**config.mk**
```make
export PLATFORM = sky130hd
export DESIGN_NAME = rgb_to_hsv_converter
export DESIGN_NICKNAME = d
export VERILOG_FILES = /design/src/rtl/rhc_pkg.sv /design/src/rtl/rhc_front.sv /design/src/rtl/rhc_div_stage.sv /design/src/rtl/rgb_to_hsv_converter.sv
export SDC_FILE = /design/constraint.sdc
export NUM_CORES = 1
export LEC_CHECK = 0
export BUFFER_PORTS_ARGS = -buffer_cell sky130_fd_sc_hd__buf_2
export CAP_MARGIN = 20
export CORE_MARGIN = 2
export CORE_UTILIZATION = 45
export CTS_BUF_LIST = sky130_fd_sc_hd__clkbuf_8
export DETAILED_ROUTE_END_ITERATION = 16
export GPL_ROUTABILITY_DRIVEN = 1
export GPL_TIMING_DRIVEN = 0
export HOLD_SLACK_MARGIN = 0.06
export PLACE_DENSITY = 0.66
export SYNTH_ARGS = -nofsm -noshare
export SYNTH_HDL_FRONTEND = slang
export SYNTH_SLANG_ARGS = --single-unit
```
**constraint.sdc**
```tcl
create_clock -name clk -period 10.16 [get_ports clk]
set_clock_uncertainty 0.1 [all_clocks]
set_input_delay 2.54 -clock clk [delete_from_list [all_inputs] [get_ports clk]]
set_output_delay 2.54 -clock clk [all_outputs]
set_load 0.01 [all_outputs]
```
**src/rtl/rhc_pkg.sv**
```systemverilog
// Shared types and constants for the RGB to HSV converter.
package rhc_pkg;

  localparam int ChanW     = 8;
  localparam int QuotW     = 8;
  localparam int DivSteps  = QuotW;
  localparam int HueNW     = 11;                   // sextant numerator, below 6*255
  localparam int HueRemW   = HueNW + ChanW;        // numerator times 255
  localparam int HueDenW   = HueNW + DivSteps - 1; // 6*delta aligned to top quotient bit
  localparam int SatRemW   = 2 * ChanW;            // delta times 255
  localparam int SatDenW   = ChanW + DivSteps - 1; // max aligned to top quotient bit

  typedef enum logic [1:0] {
    MAX_RED,
    MAX_GREEN,
    MAX_BLUE
  } max_sel_t;

  typedef struct packed {
    logic [ChanW-1:0] red;
    logic [ChanW-1:0] green;
    logic [ChanW-1:0] blue;
  } pixel_t;

  typedef struct packed {
    logic [ChanW-1:0] hue;
    logic [ChanW-1:0] saturation;
    logic [ChanW-1:0] brightness;
  } hsv_t;

  // after max/min search
  typedef struct packed {
    pixel_t           px;
    logic [ChanW-1:0] mx;
    logic [ChanW-1:0] mn;
    max_sel_t         sel;
  } ext_t;

  // after sextant numerator
  typedef struct packed {
    logic [HueNW-1:0] num;
    logic [ChanW-1:0] delta;
    logic [ChanW-1:0] mx;
  } sext_t;

  // divider operands, one quotient bit resolved per stage
  typedef struct packed {
    logic [HueRemW-1:0] hue_rem;
    logic [HueDenW-1:0] hue_den;
    logic [QuotW-1:0]   hue_q;
    logic [SatRemW-1:0] sat_rem;
    logic [SatDenW-1:0] sat_den;
    logic [QuotW-1:0]   sat_q;
    logic               grey;
    logic [ChanW-1:0]   bright;
  } div_t;

endpackage

```
**src/rtl/rhc_front.sv**
```systemverilog
// Front stages: max/min search, sextant numerator, divider operand setup.
module rhc_front (
  input  logic            clk,
  input  logic            rst_n,
  input  logic            in_valid,
  output logic            in_ready,
  input  rhc_pkg::pixel_t in_data,
  output logic            out_valid,
  input  logic            out_ready,
  output rhc_pkg::div_t   out_data
);

  logic             a_vld_r, b_vld_r, c_vld_r;
  logic             a_rdy, b_rdy, c_rdy;
  rhc_pkg::ext_t    a_r, a_nxt;
  rhc_pkg::sext_t   b_r, b_nxt;
  rhc_pkg::div_t    c_r, c_nxt;

  logic [rhc_pkg::ChanW-1:0] delta;
  logic [rhc_pkg::HueNW-1:0] six_d;
  logic [rhc_pkg::HueNW:0]   num_wide;
  logic [rhc_pkg::HueNW-1:0] six_d_c;

  assign c_rdy = !c_vld_r || out_ready;
  assign b_rdy = !b_vld_r || c_rdy;
  assign a_rdy = !a_vld_r || b_rdy;
  assign in_ready = a_rdy;

  // stage A: largest and smallest channel, red over green over blue on ties
  always_comb begin
    a_nxt.px = in_data;
    if (in_data.red >= in_data.green && in_data.red >= in_data.blue) begin
      a_nxt.sel = rhc_pkg::MAX_RED;
      a_nxt.mx  = in_data.red;
    end else if (in_data.green >= in_data.blue) begin
      a_nxt.sel = rhc_pkg::MAX_GREEN;
      a_nxt.mx  = in_data.green;
    end else begin
      a_nxt.sel = rhc_pkg::MAX_BLUE;
      a_nxt.mx  = in_data.blue;
    end
    a_nxt.mn = in_data.blue;
    if (in_data.green < a_nxt.mn) a_nxt.mn = in_data.green;
    if (in_data.red < a_nxt.mn) a_nxt.mn = in_data.red;
  end

  // stage B: hue numerator in units of 60/delta degrees, range 0..6*delta-1
  always_comb begin
    delta = a_r.mx - a_r.mn;
    six_d = {1'b0, delta, 2'b00} + {2'b00, delta, 1'b0};
    case (a_r.sel)
      rhc_pkg::MAX_RED: begin
        num_wide = {1'b0, six_d} + {4'b0000, a_r.px.green} - {4'b0000, a_r.px.blue};
        if (a_r.px.green >= a_r.px.blue)
          num_wide = {4'b0000, a_r.px.green} - {4'b0000, a_r.px.blue};
      end
      rhc_pkg::MAX_GREEN:
        num_wide = {3'b000, delta, 1'b0} + {4'b0000, a_r.px.blue} - {4'b0000, a_r.px.red};
      rhc_pkg::MAX_BLUE:
        num_wide = {2'b00, delta, 2'b00} + {4'b0000, a_r.px.red} - {4'b0000, a_r.px.green};
      default:
        num_wide = '0;
    endcase
    b_nxt.num   = num_wide[rhc_pkg::HueNW-1:0];
    b_nxt.delta = delta;
    b_nxt.mx    = a_r.mx;
  end

  // stage C: numerators times 255, divisors aligned to the top quotient bit
  always_comb begin
    six_d_c       = {1'b0, b_r.delta, 2'b00} + {2'b00, b_r.delta, 1'b0};
    c_nxt.hue_rem = {b_r.num, {rhc_pkg::ChanW{1'b0}}}
                    - {{rhc_pkg::ChanW{1'b0}}, b_r.num};
    c_nxt.hue_den = {six_d_c, {(rhc_pkg::DivSteps-1){1'b0}}};
    c_nxt.hue_q   = '0;
    c_nxt.sat_rem = {b_r.delta, {rhc_pkg::ChanW{1'b0}}}
                    - {{rhc_pkg::ChanW{1'b0}}, b_r.delta};
    c_nxt.sat_den = {b_r.mx, {(rhc_pkg::DivSteps-1){1'b0}}};
    c_nxt.sat_q   = '0;
    c_nxt.grey    = (b_r.delta == '0);
    c_nxt.bright  = b_r.mx;
  end

  always_ff @(posedge clk) begin
    if (!rst_n) begin
      a_vld_r <= 1'b0;
      b_vld_r <= 1'b0;
      c_vld_r <= 1'b0;
    end else begin
      if (a_rdy) a_vld_r <= in_valid;
      if (b_rdy) b_vld_r <= a_vld_r;
      if (c_rdy) c_vld_r <= b_vld_r;
    end
  end

  always_ff @(posedge clk) begin
    if (a_rdy && in_valid) a_r <= a_nxt;
    if (b_rdy && a_vld_r) b_r <= b_nxt;
    if (c_rdy && b_vld_r) c_r <= c_nxt;
  end

  assign out_valid = c_vld_r;
  assign out_data  = c_r;

endmodule

```
**src/rtl/rhc_div_stage.sv**
```systemverilog
// One restoring-division step for hue and saturation, one quotient bit each.
module rhc_div_stage (
  input  logic          clk,
  input  logic          rst_n,
  input  logic          in_valid,
  output logic          in_ready,
  input  rhc_pkg::div_t in_data,
  output logic          out_valid,
  input  logic          out_ready,
  output rhc_pkg::div_t out_data
);

  logic          vld_r;
  rhc_pkg::div_t data_r, data_nxt;
  logic          hue_ge, sat_ge;

  assign in_ready = !vld_r || out_ready;

  always_comb begin
    data_nxt = in_data;
    hue_ge   = in_data.hue_rem >= {1'b0, in_data.hue_den};
    sat_ge   = in_data.sat_rem >= {1'b0, in_data.sat_den};
    if (hue_ge) data_nxt.hue_rem = in_data.hue_rem - {1'b0, in_data.hue_den};
    if (sat_ge) data_nxt.sat_rem = in_data.sat_rem - {1'b0, in_data.sat_den};
    // move the divisor down to the next quotient bit
    data_nxt.hue_den = in_data.hue_den >> 1;
    data_nxt.sat_den = in_data.sat_den >> 1;
    data_nxt.hue_q   = {in_data.hue_q[rhc_pkg::QuotW-2:0], hue_ge};
    data_nxt.sat_q   = {in_data.sat_q[rhc_pkg::QuotW-2:0], sat_ge};
  end

  always_ff @(posedge clk) begin
    if (!rst_n) begin
      vld_r <= 1'b0;
    end else if (in_ready) begin
      vld_r <= in_valid;
    end
  end

  always_ff @(posedge clk) begin
    if (in_ready && in_valid) data_r <= data_nxt;
  end

  assign out_valid = vld_r;
  assign out_data  = data_r;

endmodule

```
**src/rtl/rgb_to_hsv_converter.sv**
```systemverilog
// Top level of the RGB to HSV converter: front stages, divider pipeline, output register.
//
// Converts one 8-bit RGB pixel per transfer into hue, saturation and brightness bytes.
// Input channel: in_valid / in_ready / in_pixel (red, green, blue).
// Result channel: out_valid / out_ready / out_hsv (hue, saturation, brightness).
// Brightness is the largest channel, saturation floor(delta*255/max), hue the sextant
// angle scaled by 255/360 with truncation; a grey pixel gives hue 0 and saturation 0.
// Pipeline: the input transfer loads the first of twelve stages: three front stages
// (max/min, sextant numerator, operand setup), eight divider stages resolving one
// quotient bit each for hue and saturation, one output register.
// Throughput: one pixel per cycle while out_ready is high; every stage carries its own valid bit.
// When out_ready is low, items pack into empty stages and then hold; in_ready
// drops once every stage is full, and nothing is lost or repeated.
// Reset (rst_n low, synchronous) empties the pipeline: all valid bits clear,
// out_valid goes low and in_ready is high in the first cycle after reset.
module rgb_to_hsv_converter (
  input  logic            clk,
  input  logic            rst_n,
  input  logic            in_valid,
  output logic            in_ready,
  input  rhc_pkg::pixel_t in_pixel,
  output logic            out_valid,
  input  logic            out_ready,
  output rhc_pkg::hsv_t   out_hsv
);

  logic          vld   [rhc_pkg::DivSteps+1];
  logic          rdy   [rhc_pkg::DivSteps+1];
  rhc_pkg::div_t data  [rhc_pkg::DivSteps+1];

  logic          out_vld_r;
  logic          out_load;
  rhc_pkg::hsv_t out_r, out_nxt;

  rhc_front u_front (
    .clk       (clk),
    .rst_n     (rst_n),
    .in_valid  (in_valid),
    .in_ready  (in_ready),
    .in_data   (in_pixel),
    .out_valid (vld[0]),
    .out_ready (rdy[0]),
    .out_data  (data[0])
  );

  for (genvar i = 0; i < rhc_pkg::DivSteps; i++) begin : g_div
    rhc_div_stage u_stage (
      .clk       (clk),
      .rst_n     (rst_n),
      .in_valid  (vld[i]),
      .in_ready  (rdy[i]),
      .in_data   (data[i]),
      .out_valid (vld[i+1]),
      .out_ready (rdy[i+1]),
      .out_data  (data[i+1])
    );
  end

  assign out_load                 = !out_vld_r || out_ready;
  assign rdy[rhc_pkg::DivSteps]   = out_load;

  always_comb begin
    out_nxt.hue        = data[rhc_pkg::DivSteps].grey ? '0 : data[rhc_pkg::DivSteps].hue_q;
    out_nxt.saturation = data[rhc_pkg::DivSteps].grey ? '0 : data[rhc_pkg::DivSteps].sat_q;
    out_nxt.brightness = data[rhc_pkg::DivSteps].bright;
  end

  always_ff @(posedge clk) begin
    if (!rst_n) begin
      out_vld_r <= 1'b0;
    end else if (out_load) begin
      out_vld_r <= vld[rhc_pkg::DivSteps];
    end
  end

  always_ff @(posedge clk) begin
    if (out_load && vld[rhc_pkg::DivSteps]) out_r <= out_nxt;
  end

  assign out_valid = out_vld_r;
  assign out_hsv   = out_r;

endmodule

```
# After elaboration in Yosys (flattened, before gate mapping)
# Index checks and enable logic that the tools add are counted.
[totals]
regBits = 626
word_cells = 192
input_bits = 28
out_inout_bits = 26
[classes]
n_eq_ne = 2
reduce_logical = 39
magnitude_cmp = 22
addsub = 26
muxes = 21
[op_table]
columns = ["op", "count"]
rows = [
  ["19-bit 2-to-1 mux", 7],
  ["16-bit 2-to-1 mux", 7],
  ["11-bit case mux with 3 select lines", 1],
  ["11-bit by 8-bit subtractor with 11-bit output", 3],
  ["8-bit greater-or-equal comparator", 4],
  ["8-bit 2-to-1 mux", 4],
  ["10-bit by 9-bit adder with 11-bit output", 2],
  ["19-bit by 11-bit greater-or-equal comparator with 1-bit output", 1],
  ["19-bit by 12-bit greater-or-equal comparator with 1-bit output", 1],
  ["19-bit by 13-bit greater-or-equal comparator with 1-bit output", 1],
  ["19-bit by 14-bit greater-or-equal comparator with 1-bit output", 1],
  ["19-bit by 15-bit greater-or-equal comparator with 1-bit output", 1],
  ["19-bit by 16-bit greater-or-equal comparator with 1-bit output", 1],
  ["19-bit by 17-bit greater-or-equal comparator with 1-bit output", 1],
  ["19-bit by 18-bit greater-or-equal comparator with 1-bit output", 1],
  ["19-bit by 11-bit subtractor with 19-bit output", 1],
  ["19-bit by 12-bit subtractor with 19-bit output", 1],
  ["19-bit by 13-bit subtractor with 19-bit output", 1],
  ["19-bit by 14-bit subtractor with 19-bit output", 1],
  ["19-bit by 15-bit subtractor with 19-bit output", 1],
  ["19-bit by 16-bit subtractor with 19-bit output", 1],
  ["19-bit by 17-bit subtractor with 19-bit output", 1],
  ["19-bit by 18-bit subtractor with 19-bit output", 1],
  ["16-bit by 10-bit greater-or-equal comparator with 1-bit output", 1],
  ["other kinds (30)", 65],
]

# Depth between registers and ports, before layout
# Gate-level depths: netlist (run 1).
[logic_depth]
word_depth = 14
mapped_depth = 21
ltp_nobuf = 21

# Modules after synthesis
# From an unflattened synthesis (run 1), not the netlist that was laid out.
[hier_totals]
hier_cells = 4261
hier_area_um2 = 50858.8
[modules_own_cells]
columns = ["module", "area_per_inst_um2", "seq_area_each_um2", "n_inst", "cells_per_inst"]
rows = [
  ["rhc_div_stage (g_div[0].u_stage ...)", 5093.6, 2752.6, 5, 422],
  ["rhc_div_stage (g_div[6].u_stage ...)", 5238.8, 2752.6, 2, 436],
  ["rhc_front", 8991.1, 3693.5, 1, 811],
  ["rhc_div_stage (g_div[1].u_stage)", 5006.1, 2752.6, 1, 422],
  ["rgb_to_hsv_converter", 915.9, 740.7, 1, 46],
]

# Least setup slack after synthesis (run 1)
# No wires, ideal clock.
[synth_timing]
path_kind = "input to register"
from = "in out_ready"
to = "reg g_div[5].u_stage.data_r, in the netlist g_div[5].u_stage.out_data[0], enable pin"
setup_time_ps = 584
required_ps = 9476
slack_ps = 1983
n_path_buf = 0
cell_stages = 3
arrival_ps = 7492
path_cell_list = "nor2b_1 -> and3_1 -> a21boi_0"
[synth_between]
elab_chain_len = 5
[synth_lines]
columns = ["item", "line", "source"]
rows = [
  ["from (decl)", "rgb_to_hsv_converter.sv:23", "input logic out_ready,"],
  ["1-bit logical OR", "rgb_to_hsv_converter.sv:59", "assign out_load = !out_vld_r || out_ready;"],
  ["1-bit logical OR (3 in series)", "rhc_div_stage.sv:17", "assign in_ready = !vld_r || out_ready;"],
  ["1-bit logical AND", "rhc_div_stage.sv:41", "if (in_ready && in_valid) data_r <= data_nxt;"],
  ["to (signal assigned)", "rhc_div_stage.sv:41", ""],
  ["to (decl)", "rhc_div_stage.sv:14", "rhc_pkg::div_t data_r, data_nxt;"],
]
# No other way between the ends.
# A chain may end at the register's enable or synchronous reset.

# Worst setup path in the final report (run 1)
[layout_timing]
from = "in out_ready"
to = "out in_ready"
[layout_between]
elab_chain_len = 12
[layout_lines]
columns = ["item", "line", "source"]
rows = [
  ["1-bit logical OR", "rgb_to_hsv_converter.sv:59", ""],
  ["1-bit logical OR (8 in series)", "rhc_div_stage.sv:17", ""],
  ["1-bit logical OR", "rhc_front.sv:24", "assign c_rdy = !c_vld_r || out_ready;"],
  ["1-bit logical OR", "rhc_front.sv:25", "assign b_rdy = !b_vld_r || c_rdy;"],
  ["1-bit logical OR", "rhc_front.sv:26", "assign a_rdy = !a_vld_r || b_rdy;"],
  ["to (decl)", "rgb_to_hsv_converter.sv:20", "output logic in_ready,"],
]
# No other way between the ends.

==> metrics.txt, run 1 <==
status=finished, final reports clean; fmax=0.138 GHz; CP Capture Type=primary output; top post-synthesis cells by area=edfxtp_1, ha_1, inv_1; # IOs=54; Req. time, crit path=7.52 ns; GP Congestion=0.935; Area Overhead vs Synth=11.5%; worst min path class=flip-flop to flip-flop; EDFF count, synth=591; Max transition margin=29.0%; pin count of the biggest net entering global routing=40; Reg-to-Reg Start=u_front.a_r[10]; Clock Latency Late Sink=0.68 ns; Syn Nets=2971; reg2reg path depth=21; Die Span Y=272 µm; Clock Sinks=603; Worst-path clk slew=0.06 ns; Post-CTS Setup Repair Bufs=0; Seq cells post-synth=603; IO Port Bufs=53; sequential-to-total area share from yosys stat=55.5%; Initial Utilization=45.4%; maximum vdd drop=0.305 mV; routed wire length=60.8 mm; Final Cycle Share=71.4%; TritonCTS clock tree=done; layout cell share with drive strength beyond 1=10.1%; Antenna Nets Post-Route=0; WP data arrival=4.61 ns; startpoint types=primary input; post-synthesis cell area=0.0324 mm²; DRT Pass-1 Iters=6; row cnt=98; area leader, netlist=edfxtp_1; post-synthesis async set-or-reset flop share=0%; fin nets=3140; Hold Crit Depth=0; Max H-tree Level=3; Reg-to-Reg End=u_front.b_r[26]; Gate Count Post-Synth=2651; gr ovfl total=0; number of remaining DRC errors=0; Final WS setup=2.91 ns; Die Width=272 µm; 1st-iter DRT viols=1231; TNS Setup=0 ns; CP Max Fanout=6; Worst Hold Endpoint=u_front.out_data[1]; Die ar.=0.0742 mm²; Crit Path Category=primary input to primary output; R2R setup slack=5.08 ns; final worst path period need=7.25 ns; max-slew violations=0; Power Dens Cells=185 mW/mm²; via/cell ratio=5.24; per-cell routed wire length=15.8 µm; Synth warnings=0; Avg Inst Size Synth=12.2 µm²; CTS Hold Bufs=0; Top FF cell, synth=edfxtp_1; total CTS buffers=100; via count=20200; Post-DP HPWL=47.0 mm; Synth cell types=82; hold path startpoint=u_front.b_r[1]; CORE AREA=0.0714 mm²; gr usage total=16.7%; Yosys top cell area share=54.8%; CTS max path bufs=3; Clock Root Buffer=clkbuf_8; post-CTS sizing=0; DP Worst Slack=2.89 ns; minimum hold slack=0.290 ns; Final setup violation count=0; antenna violations before repair=1; vias in the first global route=21000; first-pass GRT wire length=101 mm; Worst Tran Pin Value=1.06 ns; Final Hold Vio Count=0; RSZ-0062 raised after global routing=no; max cap viols=0; Pleak=14.1 nW
-- stage by stage --
| stage | instance area [µm²] | util [%] | instances | power [W] |
|---|---|---|---|---|
| 6_report | 36100 | 50.6 | 3849 | 0.00669 |
| 2_1_floorplan | 32400 | - | 2651 | 0.00430 |
| 5_1_grt | 36100 | 50.6 | 3849 | 0.00710 |
| 3_3_place_gp | 33900 | 47.4 | 3654 | 0.00465 |
| 4_1_cts | 36100 | 50.6 | 3848 | 0.00676 |
| 3_5_place_dp | 34200 | 48.0 | 3668 | 0.00471 |
-- cell families (layout without fill, tap and decap cells) --
kind of cell    Yosys count  after routing  synth area share (%)
xor+xnor                179            179                  4.84
fa+ha+maj               292            292                  12.2
mux                      89             89                  2.91
compound gates          523            523                  10.4
buf+inv                 337            584                  4.05
flops                   603            603                  55.5
simple gates            628            628                  10.1
other cells               0              1                     0
-- power by group --
group / total, W / switching [W] / internal [W]
clock network: 0.00201 / 0.000945 / 0.00107
registers: 0.00288 / 0.0000526 / 0.00282
logic: 0.00180 / 0.00102 / 0.000783
total: 0.00669 / 0.00201 / 0.00468
-- Yosys cell counts (20+ instances only) --
library cell  instances
o21a_1               37
nand3_1              29
clkbuf_1             20
nor4_1               28
ha_1                251
nor3_1               55
or3_1                25
o21ai_0             104
o21ai_1              20
inv_1               302
fa_1                 41
nand2_1             107
nand4_1              27
nor2b_1              74
a211oi_1             22
xnor2_1             105
xor2_1               74
mux2_2               27
mux2i_1              47
a21oi_1             142
a21o_1               51
edfxtp_1            591
nand2b_1             38
nor2_1              162
-- layout make-up --
type | count | area, µm²
Sequential cell | 603 | 18000
Buffer | 31 | 165
Clock buffer | 102 | 1400
Fill cell | 6080 | 35200
Tap cell | 950 | 1190
Timing Repair Buffer | 67 | 528
Multi-Input combinational cell | 1711 | 13200
Inverter | 306 | 1150
Clock inverter | 78 | 495
Antenna cell | 1 | 2.50
-- registers in the layout, summed over array words and instances (netlist names) --
name	cells
g_div.u_stage.out_data	446
out_hsv	24
out_valid	1
u_front.a_vld_r	1
u_front.b_vld_r	1
u_front.out_data	52
u_front.b_r	27
u_front.out_valid	1
u_front.a_r	42
g_div.u_stage.out_valid	8
-- worst max-delay path by stage --
| stage | from | end |
|---|---|---|
| 2_1_floorplan | out_ready | g_div[5].u_stage.out_data[0] |
| 3_3_place_gp | out_ready | g_div[5].u_stage.out_data[91] |
| 3_5_place_dp | out_ready | in_ready |
| 4_1_cts | out_ready | in_ready |
| 5_1_grt | out_ready | in_ready |
| 6_report | out_ready | in_ready |
-- routing by layer --
metal,vias to the layer above,global-route usage [%],part of all wire (%)
met5,-,0,0
met4,0,8.02,4.4
met3,178,2.75,3.0
met2,386,31.5,53
met1,9579,18.0,40
li1,10000,-,-
-- layout by cell type (no fill, tap or decap), drive strengths merged, types with 27 or more instances in the layout --
cell type,instances
edfxtp,591
inv,328
ha,251
nor2,163
a21oi,143
o21ai,132
clkbuf,122
nand2,116
xnor2,105
buf,78
xor2,74
nor2b,74
nor3,55
a21o,51
clkinv,49
mux2i,47
mux2,42
fa,41
nand2b,38
o21a,37
nand3,29
nor4,28
nand4,27
-- worst max-delay path: stages --
cell	delay [ns]
buf_2	0.10
nor3b_1	0.54
and3_1	0.44
and3_1	0.30
and2_1	0.39
nand3_1	0.15
buf_2	0.16
No activity file was read; power rests on OpenSTA's default activity.
==> run 2, diff against run 1 <==
- clock period: 10.16 -> 6.8 ns (I/O delays scaled with it)
==> run 2 against run 1 <==
Non-clock buffer count unchanged. Clock-buffer cell count increased by 4. First-iteration DRC count increased by 8.5%. Clock power increased by 46%. Sequential power increased by 49%. Largest cell class unchanged. Register-to-register slack got worse by 3.3 ns. Global-route usage decreased by 0.067 points. Combinational power increased by 55%. Hold slack got worse by 0.018 ns. Critical path type unchanged. Largest power group unchanged. Via count decreased by 0.34%. Cell count decreased by 0.26%. Wire length decreased by 0.62%.
==> metrics.txt, run 2 (synthesis results as in run 1) <==
Max H-tree Level=3; via count=20100; Die ar.=0.0742 mm²; Area after DPL=0.0342 mm²; Final setup violation count=0; Post-Route Utilization=50.6%; switch share=30.7%; Worst-path clk slew=0.06 ns; max reg flops=446; startpoint types=primary input; combinational share of power=27.8%; gr ovfl total=0; Clock Latency Late Sink=0.71 ns; GP Congestion=0.932; status=finished, final reports clean; Post-DP HPWL=46.9 mm; Worst Hold Endpoint=g_div[2].u_stage.out_data[11]; Area Overhead vs Synth=11.4%; Int Pwr=0.00695 W; post-CTS sizing=0; 1st-iter DRT viols=1336; Max transition margin=26.8%; WP data arrival=3.80 ns; antenna violations before repair=1; routed wire length=60.5 mm; worst min path class=flip-flop to flip-flop; number of remaining DRC errors=0; Req. time, crit path=5.00 ns; crit-path cells=buf_2 > nor3b_1 > and3_1 > and3_1 > and2_1 > nand3_1 > buf_2; Die Width=272 µm; gr usage total=16.6%; minimum hold slack=0.272 ns; clock share of power=29.3%; Power Dens Cells=278 mW/mm²; Storage cell area=0.0180 mm²; Initial Utilization=45.4%; Final Hold Vio Count=0; Antenna Nets Post-Route=0; Design Area, Final=0.0361 mm²; reg2reg path depth=21; layout cell share with drive strength beyond 1=10.0%; TritonCTS clock tree=done; Post-CTS Setup Repair Bufs=0; Sw Pwr=0.00307 W; Pleak=14.1 nW; Clock Root Buffer=clkbuf_8; per-cell routed wire length=15.7 µm; fmax=0.178 GHz; pin count of the biggest net entering global routing=39; Worst Tran Pin Value=1.09 ns; row cnt=98; CP Max Fanout=6; Reg-to-Reg Start=u_front.a_r[10]; RSZ-0062 raised after global routing=no; placed cells=3668; vias in the first global route=21000; most frequent cells in the layout=edfxtp_1, inv_1, ha_1, nor2_1, a21oi_1; first-pass GRT wire length=101 mm; IO Port Bufs=53; max incr delay on CP=0.55 ns; area of the multi-input gates=0.0132 mm²; Clock Sinks=603; Crit Path Category=primary input to primary output; final worst path period need=5.60 ns; total CTS buffers=99; CP Capture Type=primary output; # IOs=54; CP max-delay cell=nor3b_1; Flop pwr share=42.9%; Die Span Y=272 µm; CORE AREA=0.0714 mm²; CTS max path bufs=3; CTS Hold Bufs=0; Hold Crit Depth=0; DRT Pass-1 Iters=6; max-slew violations=0; Final Cycle Share=82.4%; maximum vdd drop=0.619 mV; Reg-to-Reg End=u_front.b_r[26]; hold path startpoint=g_div[1].u_stage.out_data[10]; R2R setup slack=1.75 ns; Design Power=0.0100 W; max cap viols=0; fin nets=3139; Fillers=6168; most common cell after layout, fill and taps aside=edfxtp_1; via/cell ratio=5.23; Finished Layout Cells=3839
run 2: cell count changes in the layout (fill, tap and decap cells not counted), sizes merged:
cell,before,now
bufinv,5,3
inv,328,335
clkinvlp,2,3
clkinv,49,29
clkbuf,122,126
run 2: critical path: cells and delay by family:
family | cells | cell delay, ns
and+or+nand+nor | 5 | 1.83
buffers and inverters | 2 | 0.27
run 2: how the worst max path moves through the flow:
stage	from	end	slack (ns)
after floorplan	out_ready	g_div[1].u_stage.out_data[0]	0.06
after global placement	out_ready	g_div[1].u_stage.out_data[70]	-1.22
after detailed placement	out_ready	in_ready	1.20
after CTS	out_ready	in_ready	1.19
after global routing	out_ready	in_ready	1.05
final	out_ready	in_ready	1.20
run 2: power groups by stage:
stage	Clock (W)	Combinational, W	Sequential, W
after floorplan	0	0.00208	0.00435
after global placement	0	0.00266	0.00438
after detailed placement	0	0.00275	0.00437
after CTS	0.00304	0.00277	0.00430
after global routing	0.00320	0.00313	0.00431
final	0.00294	0.00279	0.00430
run 2: area by class of cell:
class,count,share of cell area (%)
clock inverters,64,1.12
repair buffers,67,1.46
clock buffers,106,4.04
multi-input cells,1711,36.6
flip-flops and latches,603,49.8
diodes,1,0.00693
inverters,306,3.18
plain buffers,31,0.458
well taps,950,3.29
run 2: metal layers:
layer | up-vias | GRT usage (%) | wire length [µm] | share of wire (%)
li1 | 10000 | - | - | -
met1 | 9472 | 18.0 | 24000 | 40
met2 | 422 | 31.0 | 31500 | 52
met3 | 193 | 2.94 | 2080 | 3.4
met4 | 0 | 8.29 | 2890 | 4.8
met5 | - | 0 | 0 | 0
run 2: metrics by stage:
stage | TNS [ns] | worst slack, ns
finish | 0 | 1.20
floorplan | 0 | 0.0641
global route | 0 | 1.05
detailed placement | 0 | 1.20
CTS | 0 | 1.19
global placement | -68.20 | -1.22
